File: src/hdl/lned_pkg.sv
// Shared types and byte codes for the line editor.
// No dependencies; used by lned_dec, the top level, the checker and the testbench.
`default_nettype none

package lned_pkg;

    // Escape decoder phase, one-hot
    typedef enum logic [2:0] {
        PH_IDLE = 3'b001,
        PH_ESC  = 3'b010,
        PH_CSI  = 3'b100
    } t_phase;

    // Line status reported with each result beat
    typedef enum logic [2:0] {
        ST_EDIT    = 3'd0,
        ST_SUBMIT  = 3'd1,
        ST_ESCAPED = 3'd2,
        ST_INTR    = 3'd3,
        ST_FULL    = 3'd4
    } t_status;

    // What one decoded beat asks of the sequencer
    typedef enum logic [2:0] {
        ACT_NONE   = 3'd0,
        ACT_LEFT   = 3'd1,
        ACT_RIGHT  = 3'd2,
        ACT_INSERT = 3'd3,
        ACT_DELETE = 3'd4,
        ACT_FINISH = 3'd5
    } t_act;

    typedef struct packed {
        t_act    act;
        t_phase  next_phase;
        t_status status;
    } t_cmd;

    localparam logic [7:0] C_CTRL_C  = 8'd3;
    localparam logic [7:0] C_BS      = 8'd8;
    localparam logic [7:0] C_LF      = 8'd10;
    localparam logic [7:0] C_CR      = 8'd13;
    localparam logic [7:0] C_ESC     = 8'd27;
    localparam logic [7:0] C_DEL     = 8'd127;
    localparam logic [7:0] C_LBRACK  = 8'h5b;
    localparam logic [7:0] C_LEFT    = 8'h44;
    localparam logic [7:0] C_RIGHT   = 8'h43;
    localparam logic [7:0] C_PRINT_LO = 8'h20;
    localparam logic [7:0] C_PRINT_HI = 8'h7e;
    localparam logic [7:0] C_PARAM_HI = 8'h3f;

endpackage

`default_nettype wire

File: src/hdl/lned_mem.sv
// Line byte store: one write port, one read port, registered read data.
// No package dependencies.
`default_nettype none

module lned_mem #(
    parameter int DEPTH = 63,
    parameter int AW    = 6
) (
    input  wire logic          i_clk,
    input  wire logic          i_we,
    input  wire logic [AW-1:0] i_waddr,
    input  wire logic [7:0]    i_wdata,
    input  wire logic [AW-1:0] i_raddr,
    output logic      [7:0]    o_rdata
);

    logic [7:0] r_mem [DEPTH];

    always_ff @(posedge i_clk) begin
        if (i_we) begin
            r_mem[i_waddr] <= i_wdata;
        end
    end

    always_ff @(posedge i_clk) begin
        o_rdata <= r_mem[i_raddr];
    end

endmodule

`default_nettype wire

File: src/hdl/lned_dec.sv
// Escape and key decoder: classifies one input beat against the escape phase.
// Depends on lned_pkg.
`default_nettype none

module lned_dec (
    input  wire lned_pkg::t_phase i_phase,
    input  wire logic             i_timeout,
    input  wire logic [7:0]       i_byte,
    output lned_pkg::t_cmd        o_cmd
);

    always_comb begin
        o_cmd.act        = lned_pkg::ACT_NONE;
        o_cmd.next_phase = lned_pkg::PH_IDLE;
        o_cmd.status     = lned_pkg::ST_EDIT;
        case (i_phase)
            lned_pkg::PH_ESC: begin
                if (i_timeout || i_byte != lned_pkg::C_LBRACK) begin
                    o_cmd.act    = lned_pkg::ACT_FINISH;
                    o_cmd.status = lned_pkg::ST_ESCAPED;
                end else begin
                    o_cmd.next_phase = lned_pkg::PH_CSI;
                end
            end
            lned_pkg::PH_CSI: begin
                if (i_timeout) begin
                    o_cmd.act = lned_pkg::ACT_NONE;
                end else if (i_byte inside {[lned_pkg::C_PRINT_LO:lned_pkg::C_PARAM_HI]}) begin
                    o_cmd.next_phase = lned_pkg::PH_CSI;
                end else if (i_byte == lned_pkg::C_LEFT) begin
                    o_cmd.act = lned_pkg::ACT_LEFT;
                end else if (i_byte == lned_pkg::C_RIGHT) begin
                    o_cmd.act = lned_pkg::ACT_RIGHT;
                end
            end
            default: begin
                if (!i_timeout) begin
                    if (i_byte == lned_pkg::C_ESC) begin
                        o_cmd.next_phase = lned_pkg::PH_ESC;
                    end else if (i_byte == lned_pkg::C_CTRL_C) begin
                        o_cmd.act    = lned_pkg::ACT_FINISH;
                        o_cmd.status = lned_pkg::ST_INTR;
                    end else if (i_byte inside {lned_pkg::C_CR, lned_pkg::C_LF}) begin
                        o_cmd.act    = lned_pkg::ACT_FINISH;
                        o_cmd.status = lned_pkg::ST_SUBMIT;
                    end else if (i_byte inside {lned_pkg::C_BS, lned_pkg::C_DEL}) begin
                        o_cmd.act = lned_pkg::ACT_DELETE;
                    end else if (i_byte inside
                                 {[lned_pkg::C_PRINT_LO:lned_pkg::C_PRINT_HI]}) begin
                        o_cmd.act = lned_pkg::ACT_INSERT;
                    end
                end
            end
        endcase
    end

endmodule

`default_nettype wire

File: src/hdl/line_editor_with_escape_decode.sv
// Line editor top level: sequencer, line store and escape decoder.
// Depends on lned_pkg, lned_mem and lned_dec.
//
// Takes one beat at a time (a key byte, or a follow-up timeout) and holds
// o_in_stall high until every result beat it causes has been taken. Editing
// beats (insert, delete, cursor moves, ignored keys) give one result beat;
// an ending (submit, escape, interrupt, full) gives one beat per line byte,
// or a single beat for an empty line, and then clears the line. All byte
// moves go through one shared index stepper and the line store (one write
// port, one registered read port): an insert or delete shifts the k tail
// bytes one place over (one read and one write per byte), and an ending
// reads the n line bytes out one by one, held by any output stall.
// The store has no reset and no clearing pass; only bytes below the current
// length are ever read.
`default_nettype none

module line_editor_with_escape_decode #(
    parameter int MAX_CHARS = 63
) (
    input  wire logic       i_clk,
    input  wire logic       i_rst_n,
    // input channel
    input  wire logic       i_in_valid,
    output logic            o_in_stall,
    input  wire logic       i_in_operation,
    input  wire logic [7:0] i_in_byte_value,
    // output channel
    output logic            o_out_valid,
    input  wire logic       i_out_stall,
    output logic [2:0]      o_out_status,
    output logic [7:0]      o_out_line_byte,
    output logic [6:0]      o_out_line_length,
    output logic [6:0]      o_out_cursor_pos,
    output logic            o_out_last
);

    localparam int CW = $clog2(MAX_CHARS + 1);   // count / cursor width
    localparam int AW = $clog2(MAX_CHARS);       // store address width
    localparam logic [CW-1:0] MAX_C = CW'(MAX_CHARS);
    localparam logic [CW-1:0] ONE   = CW'(1);
    localparam logic [CW-1:0] ZERO  = '0;

    typedef enum logic [8:0] {
        S_IDLE  = 9'b000000001,   // waiting for an input beat
        S_EXEC  = 9'b000000010,   // decode and dispatch
        S_SHRD  = 9'b000000100,   // shift: read source byte
        S_SHWR  = 9'b000001000,   // shift: write it one place over
        S_DONE  = 9'b000010000,   // finish insert/delete bookkeeping
        S_RES   = 9'b000100000,   // load the editing result beat
        S_FRD   = 9'b001000000,   // ending: read line byte
        S_FLOAD = 9'b010000000,   // ending: load it into the output reg
        S_OWAIT = 9'b100000000    // result beat on the port
    } t_state;

    t_state r_state, n_state;

    // editor state
    logic [CW-1:0]    r_count, n_count;
    logic [CW-1:0]    r_cursor, n_cursor;
    lned_pkg::t_phase r_phase, n_phase;

    // captured input beat
    logic       r_timeout;
    logic [7:0] r_byte;

    // shared index stepper
    logic [CW-1:0] r_idx, n_idx;
    logic [CW-1:0] idx_m1, idx_p1;
    logic          r_ins, n_ins;       // shift direction: insert vs delete
    logic          r_fin, n_fin;       // current run is a line ending
    lned_pkg::t_status r_fstat, n_fstat;

    // output register
    logic [2:0] r_o_status, n_o_status;
    logic [7:0] r_o_byte,   n_o_byte;
    logic [6:0] r_o_len,    n_o_len;
    logic [6:0] r_o_cur,    n_o_cur;
    logic       r_o_last,   n_o_last;

    // store ports
    logic          mem_we;
    logic [AW-1:0] mem_waddr;
    logic [7:0]    mem_wdata;
    logic [AW-1:0] mem_raddr;
    logic [7:0]    mem_rdata;

    lned_pkg::t_cmd cmd;

    lned_dec u_dec (
        .i_phase   (r_phase),
        .i_timeout (r_timeout),
        .i_byte    (r_byte),
        .o_cmd     (cmd)
    );

    lned_mem #(
        .DEPTH (MAX_CHARS),
        .AW    (AW)
    ) u_mem (
        .i_clk   (i_clk),
        .i_we    (mem_we),
        .i_waddr (mem_waddr),
        .i_wdata (mem_wdata),
        .i_raddr (mem_raddr),
        .o_rdata (mem_rdata)
    );

    assign idx_m1 = r_idx - ONE;
    assign idx_p1 = r_idx + ONE;

    // Store addressing. Insert moves byte i-1 to i, walking down; delete
    // moves byte i to i-1, walking up. The ending run reads byte r_idx.
    always_comb begin
        mem_raddr = r_ins ? idx_m1[AW-1:0] : r_idx[AW-1:0];
        if (r_state == S_FRD) begin
            mem_raddr = r_idx[AW-1:0];
        end
        mem_we    = 1'b0;
        mem_waddr = r_ins ? r_idx[AW-1:0] : idx_m1[AW-1:0];
        mem_wdata = mem_rdata;
        if (r_state == S_SHWR) begin
            mem_we = 1'b1;
        end else if (r_state == S_DONE && r_ins) begin
            mem_we    = 1'b1;
            mem_waddr = r_cursor[AW-1:0];
            mem_wdata = r_byte;
        end
    end

    always_comb begin
        n_state    = r_state;
        n_count    = r_count;
        n_cursor   = r_cursor;
        n_phase    = r_phase;
        n_idx      = r_idx;
        n_ins      = r_ins;
        n_fin      = r_fin;
        n_fstat    = r_fstat;
        n_o_status = r_o_status;
        n_o_byte   = r_o_byte;
        n_o_len    = r_o_len;
        n_o_cur    = r_o_cur;
        n_o_last   = r_o_last;

        case (r_state)
            S_IDLE: begin
                if (i_in_valid) begin
                    n_state = S_EXEC;
                end
            end

            S_EXEC: begin
                n_phase = cmd.next_phase;
                n_state = S_RES;
                case (cmd.act)
                    lned_pkg::ACT_LEFT: begin
                        if (r_cursor != ZERO) begin
                            n_cursor = r_cursor - ONE;
                        end
                    end
                    lned_pkg::ACT_RIGHT: begin
                        if (r_cursor < r_count) begin
                            n_cursor = r_cursor + ONE;
                        end
                    end
                    lned_pkg::ACT_INSERT: begin
                        n_ins = 1'b1;
                        n_idx = r_count;
                        if (r_count >= MAX_C) begin
                            // full line: drop the byte and end the line
                            n_fin   = 1'b1;
                            n_fstat = lned_pkg::ST_FULL;
                            n_idx   = ZERO;
                            n_state = S_FRD;
                        end else if (r_count > r_cursor) begin
                            n_state = S_SHRD;
                        end else begin
                            n_state = S_DONE;
                        end
                    end
                    lned_pkg::ACT_DELETE: begin
                        n_ins = 1'b0;
                        n_idx = r_cursor;
                        if (r_cursor == ZERO) begin
                            n_state = S_RES;
                        end else if (r_cursor < r_count) begin
                            n_state = S_SHRD;
                        end else begin
                            n_state = S_DONE;
                        end
                    end
                    lned_pkg::ACT_FINISH: begin
                        n_fin   = 1'b1;
                        n_fstat = cmd.status;
                        n_idx   = ZERO;
                        n_state = S_FRD;
                    end
                    default: begin
                        n_state = S_RES;
                    end
                endcase
                // empty line ending: one beat, byte 0
                if (n_fin && r_count == ZERO) begin
                    n_o_status = n_fstat;
                    n_o_byte   = 8'd0;
                    n_o_len    = 7'd0;
                    n_o_cur    = 7'd0;
                    n_o_last   = 1'b1;
                    n_state    = S_OWAIT;
                end
            end

            S_SHRD: begin
                n_state = S_SHWR;
            end

            S_SHWR: begin
                if (r_ins) begin
                    n_idx   = idx_m1;
                    n_state = (idx_m1 > r_cursor) ? S_SHRD : S_DONE;
                end else begin
                    n_idx   = idx_p1;
                    n_state = (idx_p1 < r_count) ? S_SHRD : S_DONE;
                end
            end

            S_DONE: begin
                if (r_ins) begin
                    n_count  = r_count + ONE;
                    n_cursor = r_cursor + ONE;
                end else begin
                    n_count  = r_count - ONE;
                    n_cursor = r_cursor - ONE;
                end
                n_state = S_RES;
            end

            S_RES: begin
                n_o_status = lned_pkg::ST_EDIT;
                n_o_byte   = 8'd0;
                n_o_len    = 7'(r_count);
                n_o_cur    = 7'(r_cursor);
                n_o_last   = 1'b1;
                n_state    = S_OWAIT;
            end

            S_FRD: begin
                n_state = S_FLOAD;
            end

            S_FLOAD: begin
                n_o_status = r_fstat;
                n_o_byte   = mem_rdata;
                n_o_len    = 7'd0;
                n_o_cur    = 7'd0;
                n_o_last   = (idx_p1 == r_count);
                n_state    = S_OWAIT;
            end

            S_OWAIT: begin
                if (!i_out_stall) begin
                    if (!r_o_last) begin
                        n_idx   = idx_p1;
                        n_state = S_FRD;
                    end else begin
                        if (r_fin) begin
                            n_count  = ZERO;
                            n_cursor = ZERO;
                            n_phase  = lned_pkg::PH_IDLE;
                        end
                        n_fin   = 1'b0;
                        n_state = S_IDLE;
                    end
                end
            end

            default: begin
                n_state = S_IDLE;
            end
        endcase
    end

    always_ff @(posedge i_clk) begin
        if (!i_rst_n) begin
            r_state  <= S_IDLE;
            r_count  <= ZERO;
            r_cursor <= ZERO;
            r_phase  <= lned_pkg::PH_IDLE;
            r_fin    <= 1'b0;
        end else begin
            r_state  <= n_state;
            r_count  <= n_count;
            r_cursor <= n_cursor;
            r_phase  <= n_phase;
            r_fin    <= n_fin;
        end
    end

    // payload and work registers, no reset needed
    always_ff @(posedge i_clk) begin
        if (r_state == S_IDLE && i_in_valid) begin
            r_timeout <= i_in_operation;
            r_byte    <= i_in_byte_value;
        end
        r_idx      <= n_idx;
        r_ins      <= n_ins;
        r_fstat    <= n_fstat;
        r_o_status <= n_o_status;
        r_o_byte   <= n_o_byte;
        r_o_len    <= n_o_len;
        r_o_cur    <= n_o_cur;
        r_o_last   <= n_o_last;
    end

    assign o_in_stall        = (r_state != S_IDLE);
    assign o_out_valid       = (r_state == S_OWAIT);
    assign o_out_status      = r_o_status;
    assign o_out_line_byte   = r_o_byte;
    assign o_out_line_length = r_o_len;
    assign o_out_cursor_pos  = r_o_cur;
    assign o_out_last        = r_o_last;

endmodule

`default_nettype wire

File: config.mk
export PLATFORM = sky130hd
export DESIGN_NAME = line_editor_with_escape_decode
export DESIGN_NICKNAME = d
export VERILOG_FILES = /design/src/hdl/lned_pkg.sv /design/src/hdl/lned_mem.sv /design/src/hdl/lned_dec.sv /design/src/hdl/line_editor_with_escape_decode.sv
export SDC_FILE = /design/constraint.sdc
export NUM_CORES = 1
export LEC_CHECK = 0
export ABC_AREA = 1
export ABC_CLOCK_PERIOD_IN_PS = 4000
export BUFFER_PORTS_ARGS = -buffer_cell sky130_fd_sc_hd__buf_2
export CORE_MARGIN = 5
export CORE_UTILIZATION = 57
export CTS_CLUSTER_SIZE = 25
export DETAILED_ROUTE_END_ITERATION = 6
export GPL_ROUTABILITY_DRIVEN = 0
export PLACE_DENSITY = 0.77
export SYNTH_ARGS = -nofsm -noshare
export SYNTH_HDL_FRONTEND = slang
export SYNTH_SLANG_ARGS = --single-unit
File: constraint.sdc
create_clock -name i_clk -period 4 [get_ports i_clk]
set_input_delay 0.6 -clock i_clk [delete_from_list [all_inputs] [get_ports i_clk]]
set_output_delay 0.6 -clock i_clk [all_outputs]
set_load 0.03 [all_outputs]
======== Yosys cells after proc, flatten, opt, wreduce, memory -nomap -nowiden ========
Memories as Yosys holds them, arrays and structs flattened. A register that Yosys moved wholly into a read port is not among the register bits.
Index checks and enable logic that the tools add are counted.
storage, ports and cells
  bits in registers ....................... 70
  memory bits (writable) .................. 504
  input port bits ......................... 13
  output and inout bits ................... 28
  word-level logic and storage cells ...... 176
  memories kept ........................... 1
memories
  name         depth  bits a word  rd ports  clocked after Yosys merged registers in  wr ports  line            RTL
  u_mem.r_mem  63     8            1         1                                        1         lned_mem.sv:17  logic [7:0] r_mem [DEPTH];
cells by class
  add/subtract/negate cells ............... 6
  order comparisons ....................... 8
  equal/unequal tests ..................... 37
  mux-type cells .......................... 83
  reduce and logical (&&, ||, !) cells .... 26
operators by type and width
  cell                                              count
  2-to-1 mux 6 bit                                  17
  one-hot mux 9 bit (8 select lines)                1
  one-hot mux 7 bit (3 select lines)                3
  one-hot mux 6 bit (3 select lines)                3
  2-to-1 mux 3 bit                                  17
  2-to-1 mux 9 bit                                  4
  one-hot mux 6 bit (2 select lines)                3
  2-to-1 mux 5 bit                                  5
  == test 8 x 4 -> 1 bit, second input constant     3
  == test 8 x 7 -> 1 bit, second input constant     3
  2-to-1 mux 8 bit                                  3
  one-hot mux 8 bit (3 select lines)                1
  2-to-1 mux 7 bit                                  3
  adder 6 x 1 -> 6 bit, second input constant       3
  one-hot mux 3 bit (2 select lines)                3
  subtractor 6 x 1 -> 6 bit, second input constant  3
  > comparator 6 bit                                2
  zero test 6 bit                                   2
  less-than comparator 6 bit                        2
  AND reduction 4 bit                               3
  2-to-1 mux 1 bit                                  10
  2-to-1 mux 2 bit                                  5
  nonzero test 2 bit                                5
  == test 3 x 2 -> 1 bit, second input constant     3
  36 further kinds                                  53

======== Depth between registers and ports, before layout ========
  word-level depth ........................ 15
  depth in mapped cells ................... 16
  gate-level depth less buffers ........... 15

======== Hierarchy ========
A second synthesis with hierarchy kept.
second synthesis, totals
  cells, all modules ...................... 2512
  area, all modules ....................... 25998.7 µm²
modules (own cells, without submodules)
  module                          times used  cells each  area each (µm²)  seq. area each (µm²)
  lned_mem                        1           1796        20856.3          15294.7
  line_editor_with_escape_decode  1           633         4707.0           1791.7
  lned_dec                        1           83          435.4            0.0

======== Worst setup path before layout ========
Ideal clock, no wire load.
  path kind ............................... register -> register
  start ................................... register r_state[0]
  end ..................................... memory u_mem.r_mem[0][0], data pin
  library setup time ...................... 694 ps
  data arrival time ....................... 3416 ps
  data required time ...................... 3306 ps
  path slack .............................. -110 ps
  cell stages (with the launch flop) ...... 8
  path buffers ............................ 1
  period minus slack after synthesis ...... 4110 ps
  path through ............................ dfxtp_1 -> nor2_4 -> nand2_4 -> nor2_8 -> nand4_4 -> nor2_8 -> clkbuf_1 -> o21ai_0
between the ends
  longest elaborated chain between the ends .. 4
  elaborated cells on any way between the ends .. 5
  those cells by class .................... eq/ne: 2; mux: 2; reduce/logical: 1
RTL lines
  item                    line                                   RTL
  from (decl)             line_editor_with_escape_decode.sv:55   t_state r_state, n_state;
  from (signal assigned)  line_editor_with_escape_decode.sv:291  r_state <= n_state;
  == test 9 x 5 -> 1 bit  line_editor_with_escape_decode.sv:123  end else if (r_state == S_DONE && r_ins) begin
  logical AND 1 bit       line_editor_with_escape_decode.sv:123
  2-to-1 mux 8 bit        line_editor_with_escape_decode.sv:123
  2-to-1 mux 8 bit *      line_editor_with_escape_decode.sv:121  if (r_state == S_SHWR) begin
  net mem_wdata[0]        line_editor_with_escape_decode.sv:83   logic [7:0] mem_wdata;
  to (decl)               lned_mem.sv:17
The timed path passes the listed nets; every way through them passes the cells marked *.

======== Worst setup path in the final report ========
  start ................................... register r_ins
  end ..................................... register u_mem.o_rdata[4] (read register of u_mem.r_mem)
between the ends
  longest elaborated chain between the ends .. 2
RTL lines
  item                    line                                   RTL
  from (decl)             line_editor_with_escape_decode.sv:69   logic r_ins, n_ins;
  from (signal assigned)  line_editor_with_escape_decode.sv:306  r_ins <= n_ins;
  2-to-1 mux 6 bit        line_editor_with_escape_decode.sv:114  mem_raddr = r_ins ? idx_m1[AW-1:0] : r_idx[AW-1:0];
  2-to-1 mux 6 bit        line_editor_with_escape_decode.sv:115  if (r_state == S_FRD) begin
  to (decl)               lned_mem.sv:14                         output logic [7:0] o_rdata
Every way passes these cells.
A chain may end at the register's enable or synchronous reset.

==> results.md <==
* Status: finished with violations
* Failing checks: design-rule violations
* PostCTS Resize Cnt at 0
* Drt wl/cell at approximately 20 µm
* R2R depth at 14
* Top FF cell, synth: edfxtp_1
* Layout net count at approximately 2800
* Final min period at 3510 ps
* Post-detail-place hpwl at around 43000 µm
* DRC Markers at 6
* Met1 wire length at 26500 µm
* PwrDens at around 420 nW/µm²
* Slew @ Worst Pin at 1040 ps
* Leading cell type by number of instances after synthesis: nand2_1
* R2R Path Start: r_ins
* Root buffer cell: clkbuf_16
* Top achievable clock speed at approximately 290 MHz
* Avg Synthesized Cell Area at between 9 and 10 µm²
* Router iterations before antenna repair at 7
* Worst slew margin at 0.302
* Die Ht at approximately 230 µm
* Worst EP required at about 4500 ps
* Worst endpoint data arrival time at about 4000 ps
* Crit Path Max Fanout at 66
* Post-Synthesis Cell Area at roughly 27000 µm²
* Vias after detailed routing at 19915
* Port Buf Inserts at 38
* Num rows at slightly below 80
* Crit path kind: reg2reg
* FF-to-FF setup slack at ~490 ps
* Top routing layer in use: met4
* WL met3 at between 7000 and 8000 µm
* Cells after Synth at roughly 2800
* Synth area leaders: edfxtp_1 61%, nand3_1 11%, nand2_1 8.3%, inv_1 6.9%, dfxtp_1 2.4%
* Met2 WL at 32400 µm
* DR iter-0 viols at between 2000 and 3000
* Max-slew violation count at 0
* Initial Util at 0.579
* Worst setup SP type: flop
* Slowest-stage cell, CP: nand2_4
* Grt total ovfl at 0
* Worst-path cell chain: inv_1 -> buf_4 -> ha_1 -> inv_1 -> nand2_1 -> nand2_4 -> buf_12 -> nand2_1 -> nand3_1 -> nand3_1 -> nand3_1 -> nand3_1 -> nand3_1 -> nand2_1
* Initial antenna violation count at 0
* Cell variety after synth at 50
* Post-synth EDFFs at approximately 550
* Total CTS buffers at 56
* First-pass GRT wire length at 108000 µm
* Area of the core at around 47000 µm²
* Clock buffer depth at 3
* Post-DRT Antenna Nets at 0
* Critical Path Sink Type: flop
* Worst Hold Path EP: r_byte[7]
* RR Endpoint: u_mem.o_rdata[4]
* Die Area at about 52000 µm²
* Vias in the first global route at between 15000 and 20000
* Clock Skew at about 36 ps
* Io pins at approximately 40
* Hold Crit Depth at 1
* Drt via density at around 5.8
* Final Hold Vio Count at 0
* Commonest cells post-synth: 596 x nand2_1, 591 x nand3_1, 547 x edfxtp_1
* Hold Crit Start: i_in_byte_value[7]
* Cell taking the most area after synthesis: edfxtp_1
* Yosys top cell area share at 0.607
* CTS tree: done
* GR Util All Layers at 0.262
* P_leak at approximately 0.012 µW
* Layout Area Growth over Synthesis at 10.0%
* Max Cap Viol at 0
* Worst setup margin at 495 ps
* Largest stage delay, worst path at roughly 470 ps
* Yosys warnings at 0
* N_diodes at 0
* Fin crit share at 0.876
* Final setup viols at 0
* Share of cells above drive strength 1 at 0.0805
* Worst slack, placed at 593 ps
* Worst VDD drop at about 0.34 mV
* Post-DP Area at between 20000 and 30000 µm²
* Hold-fix buffers, CTS at 0
* Clock slew at reported path FFs at 60 ps
* Unrepaired setup endpoints after global routing: false
* Postcts setup bufs at 0
* Clk_lat worst skew at 640 ps
* Hold Crit Class: in2reg
* Largest net degree at the start of global routing at around 140
* Synth async-reset ratio at 0
* Total wire length at roughly 69000 µm
* Htree depth at 2
* Synthesis-stage register bit count at a little under 600
* Fill cell count at roughly 3500
* CTS Sinks at 580
* Die width at between 200 and 250 µm
* Seq/Total Area, Yosys at 0.632
* Post-Layout Inst Area at 29800 µm²
* Crit path top cell by count: nand3_1
[final cells by class]
type | count | area, µm² | share of cell area
Sequential cell | 580 | 17100 | 0.574
Clock buffer | 74 | 1500 | 0.0504
Timing Repair Buffer | 76 | 576 | 0.0193
Tap cell | 607 | 759 | 0.0255
Clock inverter | 32 | 325 | 0.0109
Multi-Input combinational cell | 1544 | 7590 | 0.255
Inverter | 514 | 1930 | 0.0649
[layer usage]
layer / global-route usage / vias to the layer above
li1: - / 9106
met1: 0.354 / 9344
met2: 0.419 / 1259
met3: 0.0525 / 206
met4: 0.112 / 0
met5: 0 / -
[registers in the layout, indices dropped and copies added (netlist names)]
| register | flops |
|---|---|
| o_out_cursor_pos | 6 |
| o_out_last | 1 |
| o_out_line_byte | 8 |
| o_out_line_length | 6 |
| o_out_status | 3 |
| r_byte | 8 |
| r_count | 6 |
| r_cursor | 6 |
| r_fin | 1 |
| r_fstat | 3 |
| r_idx | 6 |
| r_ins | 1 |
| r_phase | 3 |
| r_state | 9 |
| r_timeout | 1 |
| u_mem.o_rdata | 8 |
| u_mem.r_mem | 504 |
[power by group]
| part | leakage, µW | switching [µW] | total (µW) | internal [µW] |
|---|---|---|---|---|
| logic | 0.00636 | 472 | 624 | 152 |
| registers | 0.00523 | 29.0 | 6710 | 6680 |
| clock network | 0.000882 | 2270 | 5300 | 3020 |
[cell usage in the layout, fill, tap and decap left out, drive strengths merged, types with 13 or more instances in the layout]
cell / netlist / layout
clkinv: 3 / 28
buf: 96 / 76
ha: 28 / 28
nor3: 13 / 13
clkbuf: 27 / 74
edfxtp: 547 / 547
nor2: 131 / 131
a21oi: 32 / 32
xor2: 15 / 15
nand3: 591 / 591
dfxtp: 33 / 33
inv: 511 / 511
o21ai: 50 / 50
nand2: 617 / 617
[kinds of logic (layout without fill, tap and decap cells)]
kind of cell / after synthesis / count (layout) / synth area share
other cells: 1 / 2 / 0.000139
simple gates: 1387 / 1387 / 0.231
xor+xnor: 17 / 17 / 0.00550
mux: 1 / 1 / 0.000370
compound gates: 108 / 108 / 0.0243
buf+inv: 637 / 696 / 0.0930
flops: 580 / 580 / 0.632
fa+ha+maj: 29 / 29 / 0.0137
[how the worst max path moves through the flow]
stage          cells past startpoint                 to        from  slack [ps]
2_1_floorplan                      7  u_mem.r_mem[0][0]  r_state[0]        -110
3_3_place_gp                      13  u_mem.r_mem[0][7]  r_state[0]         640
3_5_place_dp                      14   u_mem.o_rdata[4]       r_ins         590
4_1_cts                           14   u_mem.o_rdata[4]       r_ins         590
5_1_grt                           14   u_mem.o_rdata[4]       r_ins         320
6_report                          14   u_mem.o_rdata[4]       r_ins         490
[critical path: cells and delay by family (launching register included)]
family                   cells  cell delay, ps
buffers and inverters        4            1150
flip-flops                   1             380
AND/OR/NAND/NOR              9            1560
adder cells (fa/ha/maj)      1             280
[per-stage QoR]
stage / hold slack, ps / util / setup TNS (ps) / cells / power (µW)
2_1_floorplan: 457 / - / -55630 / 2761 / 7210
3_3_place_gp: 477 / 0.598 / 0 / 3321 / 7420
3_5_place_dp: 487 / 0.598 / 0 / 3321 / 7440
4_1_cts: 138 / 0.637 / 0 / 3427 / 12700
5_1_grt: 155 / 0.637 / 0 / 3427 / 13000
6_report: 160 / 0.637 / 0 / 3427 / 12600
Note: power is estimated with default switching activity, not from simulation.
